[config.mk]
export PLATFORM = sky130hd
export DESIGN_NAME = dht_edge_interval_decoder
export DESIGN_NICKNAME = d
export VERILOG_FILES = /design/src/sv/dhtd_pkg.sv /design/src/sv/dhtd_cfg.sv /design/src/sv/dhtd_front.sv /design/src/sv/dhtd_queue.sv /design/src/sv/dhtd_back.sv /design/src/sv/dht_edge_interval_decoder.sv
export SDC_FILE = /design/constraint.sdc
export NUM_CORES = 1
export LEC_CHECK = 0
export BUFFER_PORTS_ARGS = -buffer_cell sky130_fd_sc_hd__buf_2
export CELL_PAD_IN_SITES_DETAIL_PLACEMENT = 1
export CELL_PAD_IN_SITES_GLOBAL_PLACEMENT = 1
export CORE_UTILIZATION = 49
export CTS_BUF_LIST = sky130_fd_sc_hd__clkbuf_16
export CTS_CLUSTER_DIAMETER = 100
export CTS_CLUSTER_SIZE = 14
export DETAILED_ROUTE_END_ITERATION = 10
export HOLD_SLACK_MARGIN = 0.06
export PLACE_DENSITY_LB_ADDON = 0.1
export SYNTH_ARGS = -nofsm -noshare
export SYNTH_HDL_FRONTEND = slang
export SYNTH_SLANG_ARGS = --single-unit
[constraint.sdc]
create_clock -name i_clk -period 12.53 [get_ports i_clk]
set_input_delay 1.8795 -clock i_clk [delete_from_list [all_inputs] [get_ports i_clk]]
set_output_delay 1.8795 -clock i_clk [all_outputs]
set_load 0.01 [all_outputs]
[src/sv/dhtd_pkg.sv]
`default_nettype none
package dhtd_pkg;

    // Frame geometry
    localparam int TOTAL_EDGES    = 42;
    localparam int PREAMBLE_EDGES = 2;
    localparam int DATA_BITS      = 40;
    localparam int EDGE_CNT_W     = 6;
    localparam int RAW_BITS       = (TOTAL_EDGES > PREAMBLE_EDGES) ?
                                    (TOTAL_EDGES - PREAMBLE_EDGES) : 0;
    localparam int GOT_BITS       = (RAW_BITS > DATA_BITS) ? DATA_BITS : RAW_BITS;
    localparam int PAD_BITS       = DATA_BITS - GOT_BITS;

    // Command queue between front and back
    localparam int QUEUE_DEPTH = 2;
    localparam int QPTR_W      = (QUEUE_DEPTH > 1) ? $clog2(QUEUE_DEPTH) : 1;
    localparam int QCNT_W      = $clog2(QUEUE_DEPTH + 1);

    // Configuration port
    localparam int PADDR_W = 4;
    localparam int PDATA_W = 32;
    localparam logic [1:0] CFG_IDX_SENSOR_KIND   = 2'd0;
    localparam logic [1:0] CFG_IDX_ONE_THRESHOLD = 2'd1;
    localparam logic [1:0] CFG_IDX_RETRY_LIMIT   = 2'd2;

    localparam logic       RST_SENSOR_KIND   = 1'b1;
    localparam logic [7:0] RST_ONE_THRESHOLD = 8'd100;
    localparam logic [7:0] RST_RETRY_LIMIT   = 8'd5;

    // Input op codes
    localparam logic [1:0] OP_START = 2'd0;
    localparam logic [1:0] OP_EDGE  = 2'd1;
    localparam logic [1:0] OP_TICK  = 2'd2;

    typedef enum logic [1:0] {
        CMD_START = 2'd0,
        CMD_EDGE  = 2'd1,
        CMD_TICK  = 2'd2
    } t_cmd;

    typedef enum logic [1:0] {
        ST_OK       = 2'd0,
        ST_CHECKSUM = 2'd1,
        ST_TIMEOUT  = 2'd2
    } t_status;

    typedef struct packed {
        logic [1:0]  op;
        logic [31:0] edge_time;
    } t_in_item;

    typedef struct packed {
        logic [1:0]         status;
        logic [15:0]        humidity;
        logic signed [15:0] temperature;
    } t_out_item;

    typedef struct packed {
        t_cmd        cmd;
        logic [31:0] edge_time;
    } t_cmd_item;

    typedef struct packed {
        logic empty;
        logic full;
    } t_q_status;

    typedef struct packed {
        logic       sensor_kind;
        logic [7:0] one_threshold;
        logic [7:0] retry_limit;
    } t_cfg;

endpackage
`default_nettype wire

[src/sv/dhtd_cfg.sv]
`default_nettype none
module dhtd_cfg
    import dhtd_pkg::*;
(
    input  wire logic               i_clk,
    input  wire logic               i_rst_n,
    input  wire logic               psel,
    input  wire logic               penable,
    input  wire logic               pwrite,
    input  wire logic [PADDR_W-1:0] paddr,
    input  wire logic [PDATA_W-1:0] pwdata,
    output logic      [PDATA_W-1:0] prdata,
    output logic                    pready,
    output t_cfg                    o_cfg
);

    t_cfg       r_cfg;
    logic       wr_en;
    logic [1:0] reg_idx;

    assign pready  = 1'b1;
    assign reg_idx = paddr[PADDR_W-1:2];
    assign wr_en   = psel && penable && pwrite;

    // Write registers on the access phase
    always_ff @(posedge i_clk) begin
        if (!i_rst_n) begin
            r_cfg.sensor_kind   <= RST_SENSOR_KIND;
            r_cfg.one_threshold <= RST_ONE_THRESHOLD;
            r_cfg.retry_limit   <= RST_RETRY_LIMIT;
        end else if (wr_en) begin
            unique case (reg_idx)
                CFG_IDX_SENSOR_KIND:   r_cfg.sensor_kind   <= pwdata[0];
                CFG_IDX_ONE_THRESHOLD: r_cfg.one_threshold <= pwdata[7:0];
                CFG_IDX_RETRY_LIMIT:   r_cfg.retry_limit   <= pwdata[7:0];
                default: ;
            endcase
        end
    end

    // Read back
    always_comb begin
        prdata = '0;
        unique case (reg_idx)
            CFG_IDX_SENSOR_KIND:   prdata[0]   = r_cfg.sensor_kind;
            CFG_IDX_ONE_THRESHOLD: prdata[7:0] = r_cfg.one_threshold;
            CFG_IDX_RETRY_LIMIT:   prdata[7:0] = r_cfg.retry_limit;
            default:               prdata      = '0;
        endcase
    end

    assign o_cfg = r_cfg;

endmodule
`default_nettype wire

[src/sv/dhtd_front.sv]
`default_nettype none
module dhtd_front
    import dhtd_pkg::*;
(
    input  wire logic      i_in_valid,
    input  t_in_item       i_in_data,
    input  t_q_status      i_q_status,
    output logic           o_in_stall,
    output logic           o_push,
    output t_cmd_item      o_push_data
);

    logic known_op;

    // Classify the request; drop the unused op code
    always_comb begin
        known_op         = 1'b1;
        o_push_data.cmd  = CMD_START;
        unique case (i_in_data.op)
            OP_START: o_push_data.cmd = CMD_START;
            OP_EDGE:  o_push_data.cmd = CMD_EDGE;
            OP_TICK:  o_push_data.cmd = CMD_TICK;
            default:  known_op        = 1'b0;
        endcase
    end

    assign o_push_data.edge_time = i_in_data.edge_time;

    // Hold off the producer only while the queue is full
    assign o_in_stall = i_q_status.full;
    assign o_push     = i_in_valid && !i_q_status.full && known_op;

endmodule
`default_nettype wire

[src/sv/dhtd_queue.sv]
`default_nettype none
module dhtd_queue
    import dhtd_pkg::*;
(
    input  wire logic  i_clk,
    input  wire logic  i_rst_n,
    input  wire logic  i_push,
    input  t_cmd_item  i_push_data,
    input  wire logic  i_pop,
    output t_cmd_item  o_pop_data,
    output t_q_status  o_status
);

    t_cmd_item          r_mem [QUEUE_DEPTH];
    logic [QPTR_W-1:0]  r_wr_ptr;
    logic [QPTR_W-1:0]  r_rd_ptr;
    logic [QCNT_W-1:0]  r_count;
    logic               do_push;
    logic               do_pop;

    assign o_status.empty = (r_count == '0);
    assign o_status.full  = (r_count == QCNT_W'(QUEUE_DEPTH));
    assign do_push        = i_push && !o_status.full;
    assign do_pop         = i_pop && !o_status.empty;

    // Store entries
    always_ff @(posedge i_clk) begin
        if (do_push) begin
            r_mem[r_wr_ptr] <= i_push_data;
        end
    end

    // Advance pointers and count
    always_ff @(posedge i_clk) begin
        if (!i_rst_n) begin
            r_wr_ptr <= '0;
            r_rd_ptr <= '0;
            r_count  <= '0;
        end else begin
            if (do_push) begin
                r_wr_ptr <= (r_wr_ptr == QPTR_W'(QUEUE_DEPTH - 1)) ?
                            '0 : r_wr_ptr + QPTR_W'(1);
            end
            if (do_pop) begin
                r_rd_ptr <= (r_rd_ptr == QPTR_W'(QUEUE_DEPTH - 1)) ?
                            '0 : r_rd_ptr + QPTR_W'(1);
            end
            if (do_push && !do_pop) begin
                r_count <= r_count + QCNT_W'(1);
            end else if (do_pop && !do_push) begin
                r_count <= r_count - QCNT_W'(1);
            end
        end
    end

    assign o_pop_data = r_mem[r_rd_ptr];

endmodule
`default_nettype wire

[src/sv/dhtd_back.sv]
`default_nettype none
module dhtd_back
    import dhtd_pkg::*;
(
    input  wire logic  i_clk,
    input  wire logic  i_rst_n,
    input  t_cfg       i_cfg,
    input  t_q_status  i_q_status,
    input  t_cmd_item  i_cmd,
    output logic       o_pop,
    output logic       o_out_valid,
    input  wire logic  i_out_stall,
    output t_out_item  o_out_data
);

    logic [EDGE_CNT_W-1:0] r_edge_count, n_edge_count;
    logic [31:0]           r_last_time,  n_last_time;
    logic [DATA_BITS-1:0]  r_bits,       n_bits;
    logic [7:0]            r_retry_count, n_retry_count;
    logic                  r_armed,      n_armed;
    logic                  r_active,     n_active;
    logic                  r_out_valid;
    t_out_item             r_out_data;

    logic                  go;
    logic                  emit_timeout;
    logic                  emit_frame;
    logic [31:0]           diff;
    logic [7:0]            interval;
    logic                  in_window;
    logic [EDGE_CNT_W-1:0] cnt_inc;
    logic [7:0]            retry_inc;
    logic [DATA_BITS-1:0]  frame;
    logic [7:0]            b0, b1, b2, b3, b4;
    logic [7:0]            sum;
    logic [15:0]           raw_temp;
    t_out_item             frame_item;

    // Retire one command whenever the output register can take a result
    assign go    = !i_q_status.empty && (!r_out_valid || !i_out_stall);
    assign o_pop = go;

    // Edge interval, saturated to eight bits
    assign diff      = i_cmd.edge_time - r_last_time;
    assign interval  = (diff > 32'd255) ? 8'd255 : diff[7:0];
    assign in_window = (int'(r_edge_count) >= PREAMBLE_EDGES) &&
                       (int'(r_edge_count) < PREAMBLE_EDGES + DATA_BITS);
    assign cnt_inc   = r_edge_count + EDGE_CNT_W'(1);
    assign retry_inc = (r_retry_count == 8'd255) ? r_retry_count : r_retry_count + 8'd1;

    // Command execution
    always_comb begin
        n_edge_count  = r_edge_count;
        n_last_time   = r_last_time;
        n_bits        = r_bits;
        n_retry_count = r_retry_count;
        n_armed       = r_armed;
        n_active      = r_active;
        emit_timeout  = 1'b0;
        emit_frame    = 1'b0;
        if (go) begin
            unique case (i_cmd.cmd)
                CMD_START: begin
                    n_retry_count = '0;
                    n_active      = 1'b1;
                    n_armed       = 1'b0;
                end
                CMD_TICK: begin
                    if (r_active) begin
                        n_retry_count = retry_inc;
                        if (retry_inc > i_cfg.retry_limit) begin
                            n_active     = 1'b0;
                            n_armed      = 1'b0;
                            emit_timeout = 1'b1;
                        end else begin
                            n_edge_count = '0;
                            n_bits       = '0;
                            n_last_time  = i_cmd.edge_time;
                            n_armed      = 1'b1;
                        end
                    end
                end
                CMD_EDGE: begin
                    if (r_armed) begin
                        n_last_time  = i_cmd.edge_time;
                        n_edge_count = cnt_inc;
                        if (in_window) begin
                            n_bits = {r_bits[DATA_BITS-2:0],
                                      (interval > i_cfg.one_threshold)};
                        end
                        if (int'(cnt_inc) >= TOTAL_EDGES) begin
                            n_armed    = 1'b0;
                            n_active   = 1'b0;
                            emit_frame = 1'b1;
                        end
                    end
                end
                default: ;
            endcase
        end
    end

    // Unpack the frame, left aligned when the data window is short
    assign frame    = n_bits << PAD_BITS;
    assign b0       = frame[39:32];
    assign b1       = frame[31:24];
    assign b2       = frame[23:16];
    assign b3       = frame[15:8];
    assign b4       = frame[7:0];
    assign sum      = b0 + b1 + b2 + b3;
    assign raw_temp = {b2, b3};

    always_comb begin
        frame_item.status = (sum == b4) ? ST_OK : ST_CHECKSUM;
        if (i_cfg.sensor_kind) begin
            frame_item.humidity = {b0, b1};
            // Sign-magnitude to two's complement; negative zero reads as zero
            if (raw_temp[15]) begin
                frame_item.temperature = 16'h0000 - {1'b0, raw_temp[14:0]};
            end else begin
                frame_item.temperature = raw_temp;
            end
        end else begin
            frame_item.humidity    = {8'h00, b0};
            frame_item.temperature = {8'h00, b2};
        end
    end

    // State registers
    always_ff @(posedge i_clk) begin
        if (!i_rst_n) begin
            r_edge_count  <= '0;
            r_last_time   <= '0;
            r_bits        <= '0;
            r_retry_count <= '0;
            r_armed       <= 1'b0;
            r_active      <= 1'b0;
        end else begin
            r_edge_count  <= n_edge_count;
            r_last_time   <= n_last_time;
            r_bits        <= n_bits;
            r_retry_count <= n_retry_count;
            r_armed       <= n_armed;
            r_active      <= n_active;
        end
    end

    // Output register: load a new result, drop it once taken
    always_ff @(posedge i_clk) begin
        if (!i_rst_n) begin
            r_out_valid <= 1'b0;
        end else if (emit_timeout || emit_frame) begin
            r_out_valid <= 1'b1;
        end else if (!i_out_stall) begin
            r_out_valid <= 1'b0;
        end
    end

    always_ff @(posedge i_clk) begin
        if (emit_timeout) begin
            r_out_data.status      <= ST_TIMEOUT;
            r_out_data.humidity    <= '0;
            r_out_data.temperature <= '0;
        end else if (emit_frame) begin
            r_out_data <= frame_item;
        end
    end

    assign o_out_valid = r_out_valid;
    assign o_out_data  = r_out_data;

endmodule
`default_nettype wire

[src/sv/dht_edge_interval_decoder.sv]
// Single-wire DHT11/DHT22 reply decoder. Send a start request, then retry
// ticks (each one rearms the capture using its own timestamp) and the
// timestamped falling edges of the line. After the preamble edges, each edge
// interval becomes a data bit, one when it exceeds one_threshold. The last
// frame edge yields one result with humidity, temperature and checksum
// status; a tick that pushes the retry count past retry_limit yields a
// timeout result instead. Requests are accepted while the queue is not full
// and the block sustains one request per cycle while the output does not
// stall: the front decodes the op into a two-entry command queue and the
// back executes one queued command per cycle, when its output register
// can take a result, in its edge/bit datapath and registers the result.
// While a result waits under output stall the back holds, and the queue
// takes up to two more requests before the input stalls. Configure through
// the register port only while no request is in flight.
`default_nettype none
module dht_edge_interval_decoder
    import dhtd_pkg::*;
(
    input  wire logic               i_clk,
    input  wire logic               i_rst_n,
    input  wire logic               i_in_valid,
    output logic                    o_in_stall,
    input  t_in_item                i_in_data,
    output logic                    o_out_valid,
    input  wire logic               i_out_stall,
    output t_out_item               o_out_data,
    input  wire logic               psel,
    input  wire logic               penable,
    input  wire logic               pwrite,
    input  wire logic [PADDR_W-1:0] paddr,
    input  wire logic [PDATA_W-1:0] pwdata,
    output logic      [PDATA_W-1:0] prdata,
    output logic                    pready
);

    t_cfg      cfg;
    t_q_status q_status;
    t_cmd_item push_data;
    t_cmd_item pop_data;
    logic      push;
    logic      pop;

    dhtd_cfg u_cfg (
        .i_clk   (i_clk),
        .i_rst_n (i_rst_n),
        .psel    (psel),
        .penable (penable),
        .pwrite  (pwrite),
        .paddr   (paddr),
        .pwdata  (pwdata),
        .prdata  (prdata),
        .pready  (pready),
        .o_cfg   (cfg)
    );

    dhtd_front u_front (
        .i_in_valid  (i_in_valid),
        .i_in_data   (i_in_data),
        .i_q_status  (q_status),
        .o_in_stall  (o_in_stall),
        .o_push      (push),
        .o_push_data (push_data)
    );

    dhtd_queue u_queue (
        .i_clk       (i_clk),
        .i_rst_n     (i_rst_n),
        .i_push      (push),
        .i_push_data (push_data),
        .i_pop       (pop),
        .o_pop_data  (pop_data),
        .o_status    (q_status)
    );

    dhtd_back u_back (
        .i_clk       (i_clk),
        .i_rst_n     (i_rst_n),
        .i_cfg       (cfg),
        .i_q_status  (q_status),
        .i_cmd       (pop_data),
        .o_pop       (pop),
        .o_out_valid (o_out_valid),
        .i_out_stall (i_out_stall),
        .o_out_data  (o_out_data)
    );

endmodule
`default_nettype wire
==> results.json <==
{
  "mostFrequentLayoutCells": "dfxtp_1 (145), buf_2 (94), nand2_1 (89)",
  "netlist_area_um2": 12340,
  "p_total_mw": 2.117,
  "wl_um": 30060,
  "cp.arrival_ns": 7.55,
  "core_area_um2": 24530,
  "cts-root-buf": "clkbuf_16",
  "finalClockSkew_ns": 0.01432,
  "cts_setup_buffers": 0,
  "synth_top_area_cell": "dfxtp_1",
  "syn_inst": 1282,
  "pwr-share-seq_pct": 36.9,
  "p_clk_share_pct": 24.9,
  "tritoncts": "done",
  "worst_ir_drop_vdd_mv": 0.1365,
  "start_util_pct": 50.31,
  "crit_start": "u_back.r_retry_count[0]$_SDFFE_PN0P_",
  "area_delta_synth_final_pct": 9.184,
  "numCtsBuffers": 19,
  "fill_cells": 2830,
  "synth_top_area_share_pct": 23.52,
  "drt_iter0_markers": 540,
  "antenna_found_initial": 0,
  "rrSetupSlack_ns": 5.36,
  "rows": 57,
  "htree_levels": 1,
  "status": "complete, no violations",
  "final_common_cell": "dfxtp_1",
  "clock_latency_ns": 0.49,
  "drcViolationCount": 0,
  "ctsHoldBuffers": 0,
  "die_h_um": 160.7,
  "clockBufferDepth": 3,
  "cts.repair.resized": 0,
  "final_area_um2": 13480,
  "startpoint_type": "flip-flop",
  "first_global_vias": 9961,
  "ys.flop_type": "dfxtp_1",
  "yosys_warnings": 0,
  "cap_violations": 0,
  "async_flop_share_pct": 0,
  "vias_per_cell": 5.706,
  "synth_cell_types": 71,
  "avgRoutedWirePerCell_um": 17.94,
  "setup.worst_path.end": "u_back.o_out_data[32]$_SDFFE_PP0P_",
  "synthTopCellsByArea": "dfxtp_1 (24%), edfxtp_1 (17%), ha_1 (6.9%), mux2i_1 (3.8%), nor2b_1 (3.7%)",
  "io_buffers": 94,
  "dieArea_um2": 25830,
  "grt_use_met1_pct": 27.93,
  "setup_viol": 0,
  "grt_max_degree": 112,
  "p_int_mw": 1.350,
  "pwr_density_cell_nw_per_um2": 157.1,
  "reg2reg_from": "u_back.r_retry_count[0]$_SDFFE_PN0P_",
  "switchingPower_mw": 0.7668,
  "avgSynthCellArea_um2": 9.628,
  "dpl.hpwl_um": 21740,
  "grt-busiest-layer": "met2",
  "grt_use_met3_pct": 2.763,
  "clock.fmax_mhz": 139.4,
  "drive_gt1_share_pct": 12.65,
  "grt_pass1_wl_um": 49560,
  "dpl.cell_count": 1648,
  "switching_share_pct": 36.22,
  "whs_ns": 0.4535,
  "grt_setup_unrepaired": "no",
  "hp-class": "flip-flop to flip-flop",
  "worstMarginPinSlew_ns": 1.195,
  "tns_ns": 0,
  "ys_seq_area_share_pct": 40.06,
  "cp_data_required_time_ns": 12.91,
  "post-place-ws_ns": 5.088,
  "met2_usage_pct": 43.60,
  "relSlewSlack_pct": 20.05,
  "final_util_pct": 54.93,
  "io_pins": 146,
  "p_leak_nw": 5.359,
  "antenna-diode-count": 0,
  "critPathCaptureType": "flip-flop",
  "cts.reportedPaths.clkPinSlew_ns": 0.07,
  "layout.cells.non_filler": 1676,
  "drt_first_pass_iters": 5,
  "drv_slew": 0,
  "hold_viol": 0,
  "setup_ws_ns": 5.359,
  "period_needed_ns": 7.171,
  "overflow": 0,
  "fp.dieW_um": 160.7,
  "grt.total_usage_pct": 23.47,
  "pwr-share-comb_pct": 38.2,
  "synth-edff-count": 68,
  "post_dp_cell_area_um2": 12950,
  "worst_r2r_path_depth": 25,
  "r2r-end": "u_back.o_out_data[32]$_SDFFE_PP0P_",
  "ys_seq_elements": 213,
  "layout.nets": 1505,
  "crit_fanout": 45,
  "vias": 9563,
  "cts_sinks": 213,
  "ant_nets": 0,
  "min_period_over_period_pct": 57.23,
  "gp_congestion": 0.8627,
  "path_class": "flip-flop to flip-flop"
}
cell type report:
class,count,area [um^2],share of cell area (%)
multi-input cells,927,6759,50.15
flip-flops and latches,213,4945,36.69
repair buffers,104,545.5,4.048
clock buffers,19,475.5,3.528
well taps,324,405.4,3.008
inverters,80,300.3,2.228
clock inverters,9,46.29,0.3435
cell usage after synthesis (all sizes together), types with 5 or more instances:
cell type  count
o211ai        15
mux2          37
a22o          40
o21a          15
nor3          16
a21o          14
and2          43
a221oi         8
nand3         27
xor2          14
xnor2         28
and3          11
ha            68
nand2b         6
inv           79
a211oi        12
nor2          64
and4           5
a221o          6
nand2         89
a31oi          7
buf           44
a21boi        21
nand4         20
or3            8
o21bai         7
fa            15
nor4           6
mux2i         47
o31ai          5
clkbuf        41
a22oi         31
a21oi         61
edfxtp        68
dfxtp        145
o21ai         42
nor2b         73
per-layer routing:
metal	up-vias	share of wire, %
met3	52	2.7
met5	-	0
li1	4690	-
met1	4685	43
met4	0	3.1
met2	136	51
logic make-up after synthesis:
family,Yosys count,share of synthesized area [%]
buffers and inverters,165,6.042
xor gates and xnor gates,43,3.163
DFF,213,40.06
muxes,84,7.187
adders and majority gates,83,9.326
other,2,0.06084
AOI/OAI and AO/OA,315,18.32
and+or+nand+nor,377,15.84
state kept, by name (all words and copies together), names as in the netlist, 2 cells and up, named ones only:
register and cells:
u_queue.r_mem 68, u_back.r_bits 40, u_back.o_out_data 34, u_back.r_last_time 32
u_cfg.o_cfg 17, u_back.r_retry_count 8, u_back.r_edge_count 6, u_queue.r_count 2
critical path, stage by stage (launching register included):
cell and delay [ns]:
dfxtp_1 0.41, ha_1 0.25, and3_1 0.22, nand3_1 0.28
nand4_1 0.22, xnor2_1 0.12, ha_1 0.33, and3_1 0.17
nand3_1 0.12, o21a_1 0.19, a221o_1 0.41, or2_1 0.25
buf_4 0.28, a22oi_1 0.54, fa_1 0.50, inv_1 0.09
fa_1 0.47, fa_1 0.48, a21o_1 0.18, a21oi_1 0.22
xnor2_1 0.17, a221oi_1 0.30, nand2_1 0.10, a221o_1 0.34
a211oi_1 0.27, a31oi_1 0.12
how the worst min path moves through the flow:
stage,from,to,slack [ns],cells after the start
after floorplan,u_cfg.o_cfg[12]$_SDFFE_PN0P_,u_cfg.o_cfg[12]$_SDFFE_PN0P_,0.46,2
after global routing,u_back.o_out_data[23]$_SDFFE_PP0P_,u_back.o_out_data[23]$_SDFFE_PP0P_,0.48,2
after global placement,u_back.o_out_data[33]$_SDFFE_PP1P_,u_back.o_out_data[33]$_SDFFE_PP1P_,0.43,1
final,u_back.o_out_data[18]$_SDFFE_PP0P_,u_back.o_out_data[18]$_SDFFE_PP0P_,0.45,2
after CTS,u_back.o_out_data[18]$_SDFFE_PP0P_,u_back.o_out_data[18]$_SDFFE_PP0P_,0.46,2
after detailed placement,u_back.o_out_data[18]$_SDFFE_PP0P_,u_back.o_out_data[18]$_SDFFE_PP0P_,0.45,2
power groups by stage:
stage                     Combinational [mW]  Sequential [mW]  Clock, mW
after global placement                 0.789            0.793          0
after floorplan                        0.623            0.790          0
after CTS                              0.813            0.781      0.545
after detailed placement               0.807            0.796          0
after global routing                   0.899            0.785      0.570
final                                  0.809            0.780      0.528
No activity file was read; power rests on OpenSTA's default activity.
